<file path="config.mk">
export PLATFORM = sky130hd
export DESIGN_NAME = swq_len_table
export DESIGN_NICKNAME = d
export VERILOG_FILES = /design/src/hdl/swq_pkg.sv /design/src/hdl/swq_len_table.sv
export SDC_FILE = /design/constraint.sdc
export NUM_CORES = 1
export LEC_CHECK = 0
export BUFFER_PORTS_ARGS = -buffer_cell sky130_fd_sc_hd__buf_4
export CAP_MARGIN = 10
export CORE_UTILIZATION = 30
export CTS_BUF_LIST = sky130_fd_sc_hd__clkbuf_4 sky130_fd_sc_hd__clkbuf_8 sky130_fd_sc_hd__clkbuf_16
export DETAILED_ROUTE_END_ITERATION = 7
export GPL_ROUTABILITY_DRIVEN = 0
export GPL_TIMING_DRIVEN = 0
export REMOVE_ABC_BUFFERS = 1
export SLEW_MARGIN = 20
export SYNTH_ARGS = -nofsm -noshare
export SYNTH_HDL_FRONTEND = slang
export SYNTH_SLANG_ARGS = --single-unit
</file>
<file path="constraint.sdc">
create_clock -name clk -period 3.05 [get_ports clk]
set_input_delay 0.1525 -clock clk [delete_from_list [all_inputs] [get_ports clk]]
set_output_delay 0.1525 -clock clk [all_outputs]
set_load 0.005 [all_outputs]
</file>
<file path="src/hdl/swq_pkg.sv">
// Shared types, constants and helpers for the station waiting queue.
// Used by every module of the block but the entry RAM, and by its port checker.
package swq_pkg;

  // Sizes of the queue bank.
  localparam int NUM_QUEUES  = 16;
  localparam int QUEUE_DEPTH = 16;
  localparam int ID_BITS     = 10;

  // Field widths.
  localparam int ACT_W    = 2;
  localparam int QIDX_W   = 4;
  localparam int TIME_W   = 32;
  localparam int STAT_W   = 3;
  localparam int QLEN_W   = 5;
  localparam int CNT_W    = 5;
  localparam int LEN_W    = $clog2(QUEUE_DEPTH + 1);
  localparam int ADDR_W   = $clog2(NUM_QUEUES * QUEUE_DEPTH);

  // Action codes.
  localparam logic [ACT_W-1:0] ACT_ADD    = 2'd0;
  localparam logic [ACT_W-1:0] ACT_REMOVE = 2'd1;
  localparam logic [ACT_W-1:0] ACT_PEEK   = 2'd2;

  // Result status codes.
  typedef enum logic [STAT_W-1:0] {
    STAT_DONE     = 3'd0,
    STAT_BADQ     = 3'd1,
    STAT_FULL     = 3'd2,
    STAT_DUP      = 3'd3,
    STAT_NOTFOUND = 3'd4,
    STAT_EMPTY    = 3'd5
  } status_t;

  // Sequencer states.
  typedef enum logic [2:0] {
    S_IDLE,
    S_START,
    S_SCAN,
    S_SHIFT,
    S_HEAD_RD,
    S_HEAD_WAIT,
    S_FINISH
  } state_t;

  // One input item, first field in the highest bits.
  typedef struct packed {
    logic [TIME_W-1:0]  arrival_time;
    logic [ID_BITS-1:0] client_id;
    logic [QIDX_W-1:0]  queue_index;
    logic [ACT_W-1:0]   action;
  } item_t;

  // One result item, first field in the highest bits.
  typedef struct packed {
    logic [QLEN_W-1:0]  queue_length;
    logic [TIME_W-1:0]  head_time;
    logic [ID_BITS-1:0] head_id;
    logic               head_valid;
    status_t            status;
  } result_t;

  // One stored list entry.
  typedef struct packed {
    logic [TIME_W-1:0]  arrival_time;
    logic [ID_BITS-1:0] client_id;
  } entry_t;

  localparam int IN_TDATA_W  = (($bits(item_t) + 7) / 8) * 8;
  localparam int OUT_TDATA_W = (($bits(result_t) + 7) / 8) * 8;
  localparam int ENTRY_W     = $bits(entry_t);

  // Entry memory access from the sequencer.
  typedef struct packed {
    logic              rd_en;
    logic [ADDR_W-1:0] rd_addr;
    logic              wr_en;
    logic [ADDR_W-1:0] wr_addr;
    entry_t            wr_data;
  } ram_req_t;

  // Memory address of slot p of list q.
  function automatic logic [ADDR_W-1:0] entry_addr(logic [QIDX_W-1:0] q,
                                                   logic [LEN_W-1:0] p);
    return ADDR_W'(int'(q) * QUEUE_DEPTH + int'(p));
  endfunction

endpackage

</file>
<file path="src/hdl/swq_len_table.sv">
// Per-list length table of the station waiting queue, cleared by reset.
// Depends on swq_pkg.
module swq_len_table
  import swq_pkg::*;
(
  input  logic              clk,
  input  logic              rst_n,
  input  logic [QIDX_W-1:0] rd_q,
  output logic [LEN_W-1:0]  rd_len,
  input  logic              wr_en,
  input  logic [QIDX_W-1:0] wr_q,
  input  logic [LEN_W-1:0]  wr_len
);

  logic [LEN_W-1:0] len_r [NUM_QUEUES];

  // Lengths are control state and start at zero.
  always_ff @(posedge clk) begin
    if (!rst_n) begin
      for (int i = 0; i < NUM_QUEUES; i++) begin
        len_r[i] <= '0;
      end
    end else if (wr_en) begin
      len_r[wr_q] <= wr_len;
    end
  end

  assign rd_len = len_r[rd_q];

endmodule

</file>
# Yosys cells after proc, flatten, opt, wreduce, memory -nomap -nowiden
# Memories as Yosys holds them, arrays and structs flattened.
# Index checks and enable logic that the tools add are counted.
# totals
out_inout_bits	5
wordCells	9
inputBits	16
ff_bits	0
mem_count	1
ramBits	80
# op_classes
reduce_logical	1
muxes	7
# mem_list
name	depth	width	read_ports	rd_clocked_by_memory_dff	write_ports	line	rtl
len_r	16	5	1	0	16	swq_len_table.sv:15	logic [LEN_W-1:0] len_r [NUM_QUEUES];
# op_table
operator	count
1-bit two-way mux	5
5-bit two-way mux	1
5-bit OR reduction	1
4-bit two-way mux	1

# Depth between registers and ports, before layout
# Gate-level depths: netlist of the first run.
# depth
word_depth	5
ltp_mapped	4
mapped_depth_nobuf	3

# Least setup slack after synthesis of the first run
# No wires, ideal clock.
# synth_timing
kind	input -> register
from	in rst_n
to	mem len_r[5][0] (netlist name), enable pin
setup_ns	0.374
stages	3
slack_ns	1.650
arrival_ns	1.026
required_ns	2.676
cell_sequence	buf_2 nand4b_1 o21ai_0
# synth_rtl
item	line	rtl
start, declared	swq_len_table.sv:7	input logic rst_n,
end, declared	swq_len_table.sv:15	

# Final worst setup path of the first run
# layout_timing
from	mem len_r[2][1] (netlist name)
to	out rd_len[1]
# layout_between
elab_chain_len	1
# layout_lines
item	line	rtl
memory read 16 x 5 bit	n/a	
end, declared	swq_len_table.sv:9	output logic [LEN_W-1:0] rd_len,
# No other way between the ends.

==> results of run 1 <==
-- path summary, 6_finish.rpt --
kind / startpoint / end / slack, ps / cells past startpoint
min: wr_len[3] / len_r[8][3]$_SDFFCE_PN0P_ / 240 / 2
max: len_r[2][1]$_SDFFCE_PN0P_ / rd_len[1] / 1050 / 4
-- power by group through the flow --
stage	clock network, mW	registers [mW]	logic (mW)
finish	1.01	1.29	0.191
global route	1.08	1.30	0.207
CTS	1.03	1.29	0.194
detailed placement	0	1.31	0.194
global placement	0	1.31	0.190
floorplan	0	1.30	0.0982
-- layout make-up --
type                    instances  area share [%]
well taps                     168            4.86
flip-flops and latches         80            55.5
repair buffers                 20            3.47
clock inverters                 4            1.13
multi-input cells             162            29.8
clock buffers                   9            5.21
-- cells by family after synthesis --
group	synth area share, %
AND/OR/NAND/NOR	19.8
flip-flops	64.0
multiplexers	12.0
AO/OA/AOI/OAI	2.60
buffers and inverters	1.57
-- routing by layer --
metal / GRT usage, % / vias to the layer above
li1: - / 981
met1: 18.3 / 1031
met2: 19.2 / 45
met3: 3.56 / 8
met4: 3.38 / 0
met5: 0 / -
-- cells in the mapped netlist, drive strengths merged --
| master | n |
|---|---|
| and2 | 80 |
| edfxtp | 80 |
| mux4 | 20 |
| nor2 | 13 |
| o21ai | 12 |
| nand3 | 10 |
| clkbuf | 7 |
| nand2 | 6 |
| nand2b | 6 |
| a22oi | 5 |
| buf | 5 |
| nor3 | 4 |
| nand4b | 2 |
| nor2b | 2 |
| nand4 | 1 |
| nand4bb | 1 |
-- metrics by stage --
step                      instances  setup WS [ps]  hold slack [ps]  utilization, %
after floorplan                 242           1760              351               -
after global routing            443           1020              243            35.7
after global placement          430           1180              574            33.5
after detailed placement        430           1120              582            33.5
final                           443           1050              238            35.7
after CTS                       443           1080              235            35.7
==> results.tsv, run 1 <==
metric	value	unit
num_antenna_cells	0	
routed_via_density	4.66	
area.sequential	2400	um2
antenna_found_initial	0	
row_count	40	
count_of_buffer_and_inverter_cells_on_the_critical_path	1	
largestRegisters	len_r x80	
dpl-instance-area	4050	um2
met1Wirelength	3720	um
post_synthesis_average_cell_area	14.8	um2
number_of_search_and_repair_iterations_in_the_first_detailed_routing_pass	4	
timing.final.crit_share	65.5	%
die_h	114	um
fp.coreArea	12100	um2
cts.path.max_buffers	2	
cts_inserted_buffers	9	
period_minus_slack	2000	ps
endpoint_kind	output pin	
fillers	1199	
critPathLaunchType	flip-flop	
half_perimeter_wire_length_after_placement	5180	um
synth.cell_area	3750	um2
synth_cell_type_count	20	
wl_met2	3390	um
p_seq_share	51.7	%
fin_area	4330	um2
total_leakage_power	1.47	nW
combPwrFrac	7.7	%
grt_use_total	12.8	%
initial_core_utilization	31.0	%
holdCritPathClass	input pin to flip-flop	
routed.top_layer	met4	
power_switching_share	20.8	%
most-common-layout-cells	sky130_fd_sc_hd__and2_1, sky130_fd_sc_hd__edfxtp_1, sky130_fd_sc_hd__mux4_2, sky130_fd_sc_hd__buf_4, sky130_fd_sc_hd__nor2_1	
maxCapViolCount	0	
tritoncts	yes	
p_per_area	576	nW/um2
timing.critical_path.required	2900	ps
timing_hold_violations_final	0	
regMostFlops	len_r	
vdd_drop_max	0.000396	V
final_nets	289	
root_buffer	sky130_fd_sc_hd__clkbuf_16	
clkTransAtPathRegs	60	ps
fin_tns_setup	0	ps
yosys_warnings	0	
total_die_area	13000	um2
dr.first_iter.drc_count	98	
tightestPinTransition	940	ps
layout-drive-gt1-share	20.4	%
route.final.wire_length	7500	um
worst_slew_margin_rel	36.7	%
fin_total_pwr	2.49	mW
yosys.area.top_type	sky130_fd_sc_hd__edfxtp_1	
area_added_between_synthesis_and_finish	15.3	%
clk_network_pwr_share	40.6	%
tritoncts_num_sinks	80	
final-max-slew-violation-count	0	
power.net_switching	0.520	mW
critical_path_arrival	1840	ps
drc_errors	0	
io_pins	21	
internal-power	1.97	mW
grt_pass1_wl	11900	um
ys_seq_elements	80	
route.met3.wl	310	um
overflow	0	
cts.htree.levels	3	
total_number_of_vias	2065	
timing.final.setup_violations	0	
worst_path_maximum_fanout	1	
vias_in_the_first_global_route	2075	
post_cts_resize_count	0	
setup.worst_path.class	flip-flop to output pin	
outcome	finished, final reports clean	
multiInputGateArea	1290	um2
rsz0062_at_grt	no	
post_drt_antenna_nets	0	
wl_per_cell	16.9	um
timing.critical_path.cells	mux4_2 > a22oi_1 > nand3_1 > buf_4	
max_freq	0.501	GHz
grt_max_degree	21	
synth_sequential_area_ratio	64.0	%
cp_slowest_stage_delay	490	ps
synth_cells	254	
path_delay_family	multiplexers	
ys_top_cells_by_area	sky130_fd_sc_hd__edfxtp_1, sky130_fd_sc_hd__and2_1, sky130_fd_sc_hd__mux4_2	
port_buffer_count	20	
yosysTopAreaCellShare	64.0	%
cts_hold_buffers_added	0	
floorplan.die.width	114	um
post-cts-setup-buffers	0	
max_ffs_per_register	80	
cp_slowest_cell	sky130_fd_sc_hd__mux4_2	
Note: power is estimated with default switching activity, not from simulation.
==> inputs of run 2 (changes only) <==
Clock period 3.05 ns to 1.9 ns, I/O delays scaled along.
==> run 2 against run 1 <==
- first-iteration DRC count down 9.2%
- worst hold slack got worse by 58 ps
- die area unchanged
- sequential power up 60%
- cell count unchanged
- sequential share of layout area is 0.32 points lower
- critical path depth is the same
- combinational power increased by 65%
- via count is 0.39% lower
- routed wire length decreased by 0.28%
- setup slack got worse by 1000 ps
- final area grew 0.58%
- critical path type unchanged
- highest routed layer unchanged
==> results.tsv, run 2 (synthesis results as in run 1) <==
metric	value	unit	change
routed_via_density	4.64		was 4.66
cts_hold_buffers_added	0		unchanged
largestRegisters	len_r x80		unchanged
total_die_area	13000	um2	unchanged
overflow	0		unchanged
io_pins	21		unchanged
total_leakage_power	1.47	nW	about the same
tritoncts_num_sinks	80		unchanged
vias_in_the_first_global_route	2075		unchanged
tritoncts	yes		unchanged
tightestPinTransition	937	ps	was 940 ps
area.sequential	2400	um2	unchanged
root_buffer	sky130_fd_sc_hd__clkbuf_16		unchanged
fillers	1196		was 1199
clkTransAtPathRegs	60	ps	about the same
endpoint_kind	output pin		unchanged
floorplan.die.width	114	um	unchanged
outcome	finished, final reports clean		unchanged
cp_slowest_stage_delay	510	ps	was 490 ps
critical_path_arrival	1750	ps	was 1840 ps
rsz0062_at_grt	no		unchanged
route.final.wire_length	7480	um	was 7500 um
final-max-slew-violation-count	0		unchanged
p_per_area	923	nW/um2	was 576 nW/um2
wl_per_cell	16.9	um	about the same
timing.critical_path.cells	mux4_2 > a22oi_2 > nand3_1 > buf_4		was mux4_2 > a22oi_1 > nand3_1 > buf_4
timing_hold_violations_final	0		unchanged
period_minus_slack	1840	ps	
timing.final.setup_violations	0		unchanged
cts.htree.levels	3		unchanged
max_ffs_per_register	80		unchanged
maxCapViolCount	0		unchanged
path_delay_family	multiplexers		unchanged
number_of_search_and_repair_iterations_in_the_first_detailed_routing_pass	4		unchanged
setup.worst_path.class	flip-flop to output pin		unchanged
half_perimeter_wire_length_after_placement	5180	um	unchanged
cts.path.max_buffers	2		unchanged
port_buffer_count	20		unchanged
critPathLaunchType	flip-flop		unchanged
cp_slowest_cell	sky130_fd_sc_hd__mux4_2		unchanged
final_nets	289		unchanged
regMostFlops	len_r		unchanged
vdd_drop_max	0.000637	V	was 0.000396 V
holdCritPathClass	input pin to flip-flop		unchanged
worst_path_maximum_fanout	1		unchanged
die_h	114	um	unchanged
worst_slew_margin_rel	36.9	%	was 36.7%
count_of_buffer_and_inverter_cells_on_the_critical_path	1		unchanged
max_freq	0.542	GHz	
most-common-layout-cells	sky130_fd_sc_hd__and2_1, sky130_fd_sc_hd__edfxtp_1, sky130_fd_sc_hd__mux4_2, sky130_fd_sc_hd__buf_4, sky130_fd_sc_hd__nor2_1		unchanged
place.detailed.instances	430		unchanged
total_number_of_vias	2057		was 2065
grt_pass1_wl	11900	um	unchanged
post_drt_antenna_nets	0		unchanged
num_antenna_cells	0		unchanged
cts_inserted_buffers	9		unchanged
drc_errors	0		unchanged
fin_total_pwr	4.01	mW	was 2.49 mW
fp.coreArea	12100	um2	unchanged
row_count	40		unchanged
grt_use_total	12.8	%	unchanged
dr.first_iter.drc_count	89		was 98
antenna_found_initial	0		unchanged
multiInputGateArea	1320	um2	was 1290 um2
initial_core_utilization	31.0	%	unchanged
area_added_between_synthesis_and_finish	16.0	%	was 15.3%
layoutNonFillerInstCount	443		unchanged
layout-drive-gt1-share	22.2	%	was 20.4%
timing.critical_path.required	1800	ps	was 2900 ps
fin_tns_setup	0	ps	unchanged
timing.final.crit_share	97.1	%	
grt_max_degree	21		unchanged
==> run 2: cell counts in the layout (fill, tap and decap cells not counted) <==
No cell type changed its count.
==> run 2: power breakdown <==
group          leakage [nW]  total (mW)  switching [mW]  internal, mW
Clock                 0.137        1.63           0.638         0.992
Sequential            0.763        2.07          0.0280          2.04
Combinational         0.573       0.315           0.175         0.140
Total                  1.47        4.01           0.841          3.17
==> run 2: repair_timing <==
action	in CTS	in global routing
setup endpoints to repair	3	2
endpoints found under the hold margin	0	0
gates resized for setup	3	2
setup buffers	0	0
==> run 2: metrics by stage <==
stage	cell area [um2]	hold slack (ps)	setup WS, ps	util (%)
2_1_floorplan	3690	293	666	-
3_3_place_gp	4050	517	97.1	33.5
3_5_place_dp	4050	524	27.7	33.5
4_1_cts	4340	178	14.1	35.8
5_1_grt	4350	186	1.94	35.9
6_report	4350	180	55.2	35.9
==> run 2: cell type report <==
| class | count | share of cell area [%] |
|---|---|---|
| Timing Repair Buffer | 20 | 3.45 |
| Clock inverter | 4 | 1.12 |
| Clock buffer | 9 | 5.18 |
| Multi-Input combinational cell | 162 | 30.2 |
| Sequential cell | 80 | 55.2 |
| Tap cell | 168 | 4.83 |
==> run 2: final timing paths <==
| check | startpoint | end | slack, ps | cells after the start |
|---|---|---|---|---|
| worst min-delay path | wr_len[3] | len_r[8][3]$_SDFFCE_PN0P_ | 180 | 2 |
| worst max-delay path | len_r[3][0]$_SDFFCE_PN0P_ | rd_len[0] | 60 | 4 |
==> run 2: routing by layer <==
layer  up-vias  global-route usage, %  part of all wire [%]  wire [um]
met5         -                      0                     0          0
met4         0                   3.38                  0.71         53
met3         6                   3.56                   4.7        351
met2        49                   19.2                    45       3390
met1      1023                   18.3                    49       3680
li1        979                      -                     -          -
