<file path="src/hdl/swq_pkg.sv">
// Shared types, constants and helpers for the station waiting queue.
// Used by every module of the block but the entry RAM, and by its port checker.
package swq_pkg;

  // Sizes of the queue bank.
  localparam int NUM_QUEUES  = 16;
  localparam int QUEUE_DEPTH = 16;
  localparam int ID_BITS     = 10;

  // Field widths.
  localparam int ACT_W    = 2;
  localparam int QIDX_W   = 4;
  localparam int TIME_W   = 32;
  localparam int STAT_W   = 3;
  localparam int QLEN_W   = 5;
  localparam int CNT_W    = 5;
  localparam int LEN_W    = $clog2(QUEUE_DEPTH + 1);
  localparam int ADDR_W   = $clog2(NUM_QUEUES * QUEUE_DEPTH);

  // Action codes.
  localparam logic [ACT_W-1:0] ACT_ADD    = 2'd0;
  localparam logic [ACT_W-1:0] ACT_REMOVE = 2'd1;
  localparam logic [ACT_W-1:0] ACT_PEEK   = 2'd2;

  // Result status codes.
  typedef enum logic [STAT_W-1:0] {
    STAT_DONE     = 3'd0,
    STAT_BADQ     = 3'd1,
    STAT_FULL     = 3'd2,
    STAT_DUP      = 3'd3,
    STAT_NOTFOUND = 3'd4,
    STAT_EMPTY    = 3'd5
  } status_t;

  // Sequencer states.
  typedef enum logic [2:0] {
    S_IDLE,
    S_START,
    S_SCAN,
    S_SHIFT,
    S_HEAD_RD,
    S_HEAD_WAIT,
    S_FINISH
  } state_t;

  // One input item, first field in the highest bits.
  typedef struct packed {
    logic [TIME_W-1:0]  arrival_time;
    logic [ID_BITS-1:0] client_id;
    logic [QIDX_W-1:0]  queue_index;
    logic [ACT_W-1:0]   action;
  } item_t;

  // One result item, first field in the highest bits.
  typedef struct packed {
    logic [QLEN_W-1:0]  queue_length;
    logic [TIME_W-1:0]  head_time;
    logic [ID_BITS-1:0] head_id;
    logic               head_valid;
    status_t            status;
  } result_t;

  // One stored list entry.
  typedef struct packed {
    logic [TIME_W-1:0]  arrival_time;
    logic [ID_BITS-1:0] client_id;
  } entry_t;

  localparam int IN_TDATA_W  = (($bits(item_t) + 7) / 8) * 8;
  localparam int OUT_TDATA_W = (($bits(result_t) + 7) / 8) * 8;
  localparam int ENTRY_W     = $bits(entry_t);

  // Entry memory access from the sequencer.
  typedef struct packed {
    logic              rd_en;
    logic [ADDR_W-1:0] rd_addr;
    logic              wr_en;
    logic [ADDR_W-1:0] wr_addr;
    entry_t            wr_data;
  } ram_req_t;

  // Memory address of slot p of list q.
  function automatic logic [ADDR_W-1:0] entry_addr(logic [QIDX_W-1:0] q,
                                                   logic [LEN_W-1:0] p);
    return ADDR_W'(int'(q) * QUEUE_DEPTH + int'(p));
  endfunction

endpackage

</file>
<file path="src/hdl/swq_ctrl.sv">
// Sequencer of the station waiting queue: scans, appends, shifts and reads the
// head through the entry RAM. Depends on swq_pkg.
module swq_ctrl
  import swq_pkg::*;
(
  input  logic              clk,
  input  logic              rst_n,
  // Configuration
  input  logic              cfg_valid,
  input  logic [CNT_W-1:0]  cfg_data,
  // Input items
  input  logic              item_valid,
  output logic              item_ready,
  input  item_t             item,
  // Results
  output logic              res_valid,
  input  logic              res_ready,
  output result_t           res,
  // Entry RAM
  output ram_req_t          ram_req,
  input  entry_t            ram_rd_data,
  // Length table
  output logic [QIDX_W-1:0] tbl_rd_q,
  input  logic [LEN_W-1:0]  tbl_rd_len,
  output logic              tbl_wr_en,
  output logic [QIDX_W-1:0] tbl_wr_q,
  output logic [LEN_W-1:0]  tbl_wr_len
);

  state_t             state_r, state_nxt;
  logic [CNT_W-1:0]   qcount_r;
  logic [ACT_W-1:0]   act_r, act_nxt;
  logic [QIDX_W-1:0]  q_r, q_nxt;
  logic [ID_BITS-1:0] id_r, id_nxt;
  logic [TIME_W-1:0]  time_r, time_nxt;
  logic [LEN_W-1:0]   len_r, len_nxt;
  logic [LEN_W-1:0]   rd_ptr_r, rd_ptr_nxt;
  logic [LEN_W-1:0]   chk_ptr_r, chk_ptr_nxt;
  logic               chk_vld_r, chk_vld_nxt;
  result_t            res_r, res_nxt;

  logic bad_q;
  logic hit;
  logic last;
  logic issue;
  logic is_add;
  logic is_remove;

  // Decode of the current operation.
  assign bad_q     = ({1'b0, q_r} >= qcount_r) ||
                     ({1'b0, q_r} >= CNT_W'(NUM_QUEUES));
  assign is_add    = (act_r == ACT_ADD);
  assign is_remove = (act_r == ACT_REMOVE);
  assign hit       = chk_vld_r && (ram_rd_data.client_id == id_r);
  assign last      = (chk_ptr_r == len_r - LEN_W'(1));
  assign issue     = (rd_ptr_r < len_r);

  assign tbl_rd_q   = q_r;
  assign item_ready = (state_r == S_IDLE);
  assign res_valid  = (state_r == S_FINISH);
  assign res        = res_r;

  // Next state.
  always_comb begin
    state_nxt = state_r;
    case (state_r)
      S_IDLE: begin
        if (item_valid) state_nxt = S_START;
      end
      S_START: begin
        if (bad_q) begin
          state_nxt = S_FINISH;
        end else if (!is_add && !is_remove) begin
          state_nxt = S_HEAD_RD;
        end else if (tbl_rd_len == '0 || (is_add && tbl_rd_len >= LEN_W'(QUEUE_DEPTH))) begin
          state_nxt = S_HEAD_RD;
        end else begin
          state_nxt = S_SCAN;
        end
      end
      S_SCAN: begin
        if (hit) begin
          state_nxt = (is_remove && !last) ? S_SHIFT : S_HEAD_RD;
        end else if (chk_vld_r && last) begin
          state_nxt = S_HEAD_RD;
        end
      end
      S_SHIFT: begin
        if (chk_vld_r && last) state_nxt = S_HEAD_RD;
      end
      S_HEAD_RD:   state_nxt = S_HEAD_WAIT;
      S_HEAD_WAIT: state_nxt = S_FINISH;
      S_FINISH: begin
        if (res_ready) state_nxt = S_IDLE;
      end
      default: state_nxt = S_IDLE;
    endcase
  end

  // Datapath and memory accesses per state.
  always_comb begin
    act_nxt     = act_r;
    q_nxt       = q_r;
    id_nxt      = id_r;
    time_nxt    = time_r;
    len_nxt     = len_r;
    rd_ptr_nxt  = rd_ptr_r;
    chk_ptr_nxt = chk_ptr_r;
    chk_vld_nxt = 1'b0;
    res_nxt     = res_r;
    ram_req     = '0;
    tbl_wr_en   = 1'b0;
    tbl_wr_q    = q_r;
    tbl_wr_len  = len_r;

    // Reads walk the list one slot per cycle; the compare follows in the next cycle.
    if (state_r == S_SCAN || state_r == S_SHIFT) begin
      if (issue) begin
        ram_req.rd_en   = 1'b1;
        ram_req.rd_addr = entry_addr(q_r, rd_ptr_r);
        rd_ptr_nxt      = rd_ptr_r + LEN_W'(1);
        chk_ptr_nxt     = rd_ptr_r;
        chk_vld_nxt     = 1'b1;
      end
    end

    case (state_r)
      S_IDLE: begin
        if (item_valid) begin
          act_nxt  = item.action;
          q_nxt    = item.queue_index;
          id_nxt   = item.client_id;
          time_nxt = item.arrival_time;
        end
      end
      S_START: begin
        len_nxt        = tbl_rd_len;
        rd_ptr_nxt     = '0;
        res_nxt.status = STAT_DONE;
        if (bad_q) begin
          res_nxt        = '0;
          res_nxt.status = STAT_BADQ;
        end else if (is_add) begin
          if (tbl_rd_len >= LEN_W'(QUEUE_DEPTH)) begin
            res_nxt.status = STAT_FULL;
          end else if (tbl_rd_len == '0) begin
            // Empty list: append without a search.
            ram_req.wr_en   = 1'b1;
            ram_req.wr_addr = entry_addr(q_r, '0);
            ram_req.wr_data = '{arrival_time: time_r, client_id: id_r};
            len_nxt         = LEN_W'(1);
          end
        end else if (is_remove) begin
          if (tbl_rd_len == '0) res_nxt.status = STAT_NOTFOUND;
        end else if (tbl_rd_len == '0) begin
          res_nxt.status = STAT_EMPTY;
        end
      end
      S_SCAN: begin
        if (hit) begin
          if (is_add) begin
            res_nxt.status = STAT_DUP;
          end else if (last) begin
            len_nxt = len_r - LEN_W'(1);
          end
          // A remove that is not at the tail goes on shifting; the read of the
          // next slot is already in flight.
        end else if (chk_vld_r && last) begin
          if (is_add) begin
            ram_req.wr_en   = 1'b1;
            ram_req.wr_addr = entry_addr(q_r, len_r);
            ram_req.wr_data = '{arrival_time: time_r, client_id: id_r};
            len_nxt         = len_r + LEN_W'(1);
          end else begin
            res_nxt.status = STAT_NOTFOUND;
          end
        end
      end
      S_SHIFT: begin
        // Each slot moves down one place. The write trails the read by two
        // slots, so the two ports never touch the same entry in one cycle.
        if (chk_vld_r) begin
          ram_req.wr_en   = 1'b1;
          ram_req.wr_addr = entry_addr(q_r, chk_ptr_r - LEN_W'(1));
          ram_req.wr_data = ram_rd_data;
          if (last) len_nxt = len_r - LEN_W'(1);
        end
      end
      S_HEAD_RD: begin
        tbl_wr_en       = 1'b1;
        ram_req.rd_en   = (len_r != '0);
        ram_req.rd_addr = entry_addr(q_r, '0);
      end
      S_HEAD_WAIT: begin
        res_nxt.head_valid   = (len_r != '0);
        res_nxt.head_id      = (len_r != '0) ? ram_rd_data.client_id : '0;
        res_nxt.head_time    = (len_r != '0) ? ram_rd_data.arrival_time : '0;
        res_nxt.queue_length = QLEN_W'(len_r);
      end
      S_FINISH: begin
      end
      default: begin
      end
    endcase
  end

  // Control registers.
  always_ff @(posedge clk) begin
    if (!rst_n) begin
      state_r   <= S_IDLE;
      qcount_r  <= '0;
      chk_vld_r <= 1'b0;
    end else begin
      state_r   <= state_nxt;
      chk_vld_r <= chk_vld_nxt;
      if (cfg_valid) qcount_r <= cfg_data;
    end
  end

  // Operation and working registers.
  always_ff @(posedge clk) begin
    act_r     <= act_nxt;
    q_r       <= q_nxt;
    id_r      <= id_nxt;
    time_r    <= time_nxt;
    len_r     <= len_nxt;
    rd_ptr_r  <= rd_ptr_nxt;
    chk_ptr_r <= chk_ptr_nxt;
    res_r     <= res_nxt;
  end

endmodule

</file>
<file path="config.mk">
export PLATFORM = sky130hd
export DESIGN_NAME = swq_ctrl
export DESIGN_NICKNAME = d
export VERILOG_FILES = /design/src/hdl/swq_pkg.sv /design/src/hdl/swq_ctrl.sv
export SDC_FILE = /design/constraint.sdc
export NUM_CORES = 1
export LEC_CHECK = 0
export CORE_ASPECT_RATIO = 1.1
export CORE_MARGIN = 3
export CORE_UTILIZATION = 55
export CTS_BUF_LIST = sky130_fd_sc_hd__clkbuf_8
export CTS_CLUSTER_DIAMETER = 30
export DETAILED_ROUTE_END_ITERATION = 12
export DONT_BUFFER_PORTS = 1
export GPL_TIMING_DRIVEN = 0
export HOLD_SLACK_MARGIN = 0.1
export MAX_ROUTING_LAYER = met4
export PLACE_DENSITY = 0.81
export REMOVE_ABC_BUFFERS = 1
export SYNTH_ARGS = -nofsm -noshare
export SYNTH_HDL_FRONTEND = slang
export SYNTH_SLANG_ARGS = --single-unit
</file>
<file path="constraint.sdc">
create_clock -name clk -period 6.4 [get_ports clk]
set_input_delay 1.28 -clock clk [delete_from_list [all_inputs] [get_ports clk]]
set_output_delay 1.28 -clock clk [all_outputs]
set_load 0.03 [all_outputs]
</file>
# After elaboration in Yosys (flattened, before gate mapping)
# Index checks and enable logic that the tools add are counted.
# op_classes
addsub	7
mul	0
div_mod_pow	0
order_cmp	3
n_eq_ne	18
shifts	0
muxes	49
n_bitwise	0
reduce_logical	24
# ops
operator	n
two-way mux 51 bit	8
case mux 51 bit (3 select lines)	1
case mux 48 bit (2 select lines)	1
two-way mux 3 bit	17
two-way mux 5 bit	10
two-way mux 48 bit	1
two-way mux 32 bit	1
two-way mux 9 bit	3
adder 8 x 5 -> 8 bit	3
case mux 3 bit (7 select lines)	1
inequality test 3 bit, second input constant	5
case mux 5 bit (3 select lines)	1
adder 5 x 1 -> 5 bit, second input constant	2
== test 10 bit	1
two-way mux 10 bit	1
AND reduction 2 bit	5
subtractor 5 x 1 -> 5 bit, second input constant	2
== test 3 bit, second input constant	3
== test 3 x 2 -> 1 bit, second input constant	2
inequality test 2 bit, second input constant	3
case mux 3 bit (2 select lines)	1
== test 5 bit	1
>= comparator 4 x 5 -> 1 bit	1
>= comparator 5 bit, second input constant	1
other kinds (17)	26
# word_totals
regBits	123
latchBits	0
ramBits	0
rom_bits	0
inputBits	105
out_inout_bits	127
wordCells	116
memories	0

# Logic depth before layout (Yosys ltp)
# depth
ltp_word	7
depth_mapped	10

# Worst setup path before layout
# OpenSTA, ideal clock, no wires.
# synth_timing
path_kind	input to output
startpoint	in tbl_rd_len[1]
endpoint	out ram_req[50] (netlist bit)
t_arrival_ps	3084
required_time_ps	5120
setup_slack_ps	2036
path_stages	5
n_path_buf	0
path_cell_list	or4_1 -> nor3_1 -> o31ai_1 -> o32a_4 -> o21ai_0
# synth_rtl
item	line	text
start: declaration	swq_ctrl.sv:24	input logic [LEN_W-1:0] tbl_rd_len,
end: declaration	swq_ctrl.sv:20	output ram_req_t ram_req,

==> flow_summary.yaml <==
drt:
  vias: 3970
  wl_per_cell_um: 22.25
  drc: 0
  first_iter_violations: 298
  wirelength_um: 14290
  dr.pass1.iters: 5
  via_per_inst: 6.184
  ant_nets: 0
cts:
  cts_buffer_depth: 2
  cts_tree: "built"
  cts_buffers: 17
  cts.clk_slew.worst_paths_ns: 0.07
  root_buffer: "clkbuf_8"
  htree_levels: 4
  cts_resized: 0
  clkSinkCount: 123
  insertion_delay_ns: 0.43
  post_cts_buffers: 0
  ctsHoldBuffers: 0
critical_path:
  crit_arrival_ns: 3.72
  critPathLaunchType: "register"
  cp_max_fo: 10
  crit_required_ns: 5.12
  cp-end-kind: "output port"
  cpPeakStageDelay_ns: 0.73
  crit_slowest_cell: "edfxtp_1"
  crit_type: "register to output port"
  r2r_cells: 8
  cp_cell_sequence: "inv_1 > ha_1 > xnor2_1 > a211oi_2 > o31ai_2 > nor4_4 > a211oi_1 > o22ai_1"
power:
  cellLeakagePower_nw: 2.313
  pwr-share-comb_pct: 22.4
  seq_power_share_pct: 54.1
  pwr-share-clk_pct: 23.4
  p_sw_mw: 1.029
  power_density_nw_per_um2: 407.1
  max-vdd-ir-drop_mv: 0.2104
  p_sw_share_pct: 38.94
  p_int_mw: 1.613
yosys:
  ys_seq_elements: 123
  avgSynthCellArea_sq_um: 12.27
  synth_ff_type: "edfxtp_1"
  yosys_warnings: 0
  async_reset_ff_share_pct: 0
  synth_cell_type_count: 53
  syn_area_sq_um: 6025
  ys_seq_area_share_pct: 58.98
  synth_edf_count: 109
  netlist_instances: 491
place:
  dp_slack_ns: 1.581
  gp_congestion: 0.9249
  io_buffer_count: 0
  dp_hpwl_um: 10640
sta:
  tightest_slew_ns: 1.148
  finalCritPeriodShare_pct: 78.14
  fin_ws_ns: 1.399
  slew_headroom_pct: 22.65
  setup_tns_ns: 0
  skew_ns: 0.009127
  drv_slew: 0
  finalSetupViolCount: 0
  rsz0062_at_grt: "false"
  hold_violations: 0
  period_needed_ns: 5.001
  fmax_mhz: 200.0
die:
  chipWidth_um: 105.8
  pin_count: 232
  coreArea_sq_um: 10540
  dieHeight_um: 115.8
  initial_utilization_pct: 57.16
  die_area_sq_um: 12250
  num_rows: 39
global_routing:
  grt_antenna_before_repair: 2
  grt_start_max_net_pins: 47
  grt_pass1_vias: 3929
  grt_use_total_pct: 24.08
  grt_pass1_wl_um: 21600
  grt_overflow_total: 0
final_layout:
  final_common_cell: "edfxtp_1"
  final_cell_mix: "edfxtp_1 (109), and2_1 (49), a22o_1 (43)"
  final_util_pct: 61.56
  synthToLayoutAreaGrowth_pct: 7.705
  drive_above_1_share_pct: 9.859
  num-nets-final: 608
min_path:
  hp-class: "register to register"
  hold_depth: 2
status:
  outcome: "completed"
flow_run:
  cap_violations: 0
==> critical path: cells and delay by family, from the launching register on <==
| family | cells | cell delay (ns) |
|---|---|---|
| AOI/OAI and AO/OA | 4 | 1.15 |
| xor gates and xnor gates | 1 | 0.15 |
| adders and majority gates | 1 | 0.40 |
| buffers and inverters | 1 | 0.22 |
| DFF | 1 | 0.73 |
| and+or+nand+nor | 1 | 0.63 |
==> cell type report <==
| type | count | area [sq um] |
|---|---|---|
| timing repair buffer | 3 | 62.56 |
| multi-input combinational | 323 | 2267 |
| clock buffer | 17 | 234.0 |
| fill | 851 | 4051 |
| tap | 143 | 178.9 |
| inverter | 17 | 63.81 |
| sequential | 123 | 3553 |
| clock inverter | 14 | 123.9 |
| antenna | 2 | 5.005 |
==> registers in the layout, summed over array words and instances, names as in the netlist <==
| name | flops |
|---|---|
| act_r | 2 |
| chk_ptr_r | 5 |
| chk_vld_r | 1 |
| id_r | 10 |
| qcount_r | 5 |
| rd_ptr_r | 5 |
| res | 51 |
| state_r | 3 |
| tbl_rd_q | 4 |
| tbl_wr_len | 5 |
| time_r | 32 |
==> cell families (layout without fill, tap and decap cells) <==
group | Yosys count | after routing | synth area share [%]
simple gates | 161 | 161 | 14.75
mux | 8 | 8 | 1.329
flops | 123 | 123 | 58.98
fa+ha+maj | 18 | 18 | 3.738
other cells | 0 | 2 | 0
buf+inv | 45 | 51 | 3.593
compound gates | 112 | 112 | 14.12
xor+xnor | 24 | 24 | 3.489
==> power groups by stage <==
stage / logic [mW] / registers (mW) / clock network [mW]
final: 0.592 / 1.43 / 0.619
after global routing: 0.656 / 1.45 / 0.674
after CTS: 0.592 / 1.43 / 0.636
after detailed placement: 0.589 / 1.45 / 0
after global placement: 0.540 / 1.45 / 0
after floorplan: 0.445 / 1.40 / 0
==> cell usage after synthesis (3+ instances only) <==
cell type  number  area share [%]
edfxtp_1      109              54
and2_1         50             5.2
a22o_1         43             6.3
nand2_1        28             1.7
nor2_1         28             1.7
o21ai_0        21             1.7
xnor2_1        20             2.9
clkbuf_1       18             1.1
ha_1           18             3.7
inv_1          17             1.1
dfxtp_1        14             4.7
nand3_1        10            0.83
a21oi_1         8            0.66
mux2i_1         8             1.3
nor2b_1         8            0.83
nand2b_1        7            0.73
nor3_1          7            0.58
a211oi_1        5            0.62
or3_1           5            0.52
a22oi_1         4            0.50
buf_4           4            0.50
buf_6           4            0.75
o31ai_1         4            0.50
xor2_1          4            0.58
a31oi_1         3            0.31
and3_1          3            0.31
nand4_1         3            0.31
o211ai_1        3            0.37
o22ai_1         3            0.31
==> final timing paths <==
kind | startpoint | end | slack [ns]
worst max register to register | tbl_wr_len[0]$_DFFE_PP_ | tbl_wr_len[0]$_DFFE_PP_ | 2.90
worst max-delay path | tbl_wr_len[0]$_DFFE_PP_ | ram_req[49] | 1.40
worst min-delay path | qcount_r[1]$_SDFFE_PN0P_ | qcount_r[1]$_SDFFE_PN0P_ | 0.53
worst min register to register | qcount_r[1]$_SDFFE_PN0P_ | qcount_r[1]$_SDFFE_PN0P_ | 0.53
==> stage by stage <==
step	total power [mW]	cells	hold WS (ns)	cell area, sq um
after floorplan	1.845	463	0.4689	5872
after global placement	1.990	606	0.5028	6051
after detailed placement	2.035	609	0.5149	6126
after global routing	2.778	642	0.5555	6489
after CTS	2.657	640	0.5298	6484
final	2.641	642	0.5291	6489
==> per-layer routing <==
layer	GRT usage [%]	up-vias	share of wire [%]
met5	-	-	0
met4	9.499	0	2.4
met3	7.131	28	8.4
met2	39.84	232	50
met1	27.89	1902	39
li1	-	1808	-
Note: power is estimated with default switching activity, not from simulation.
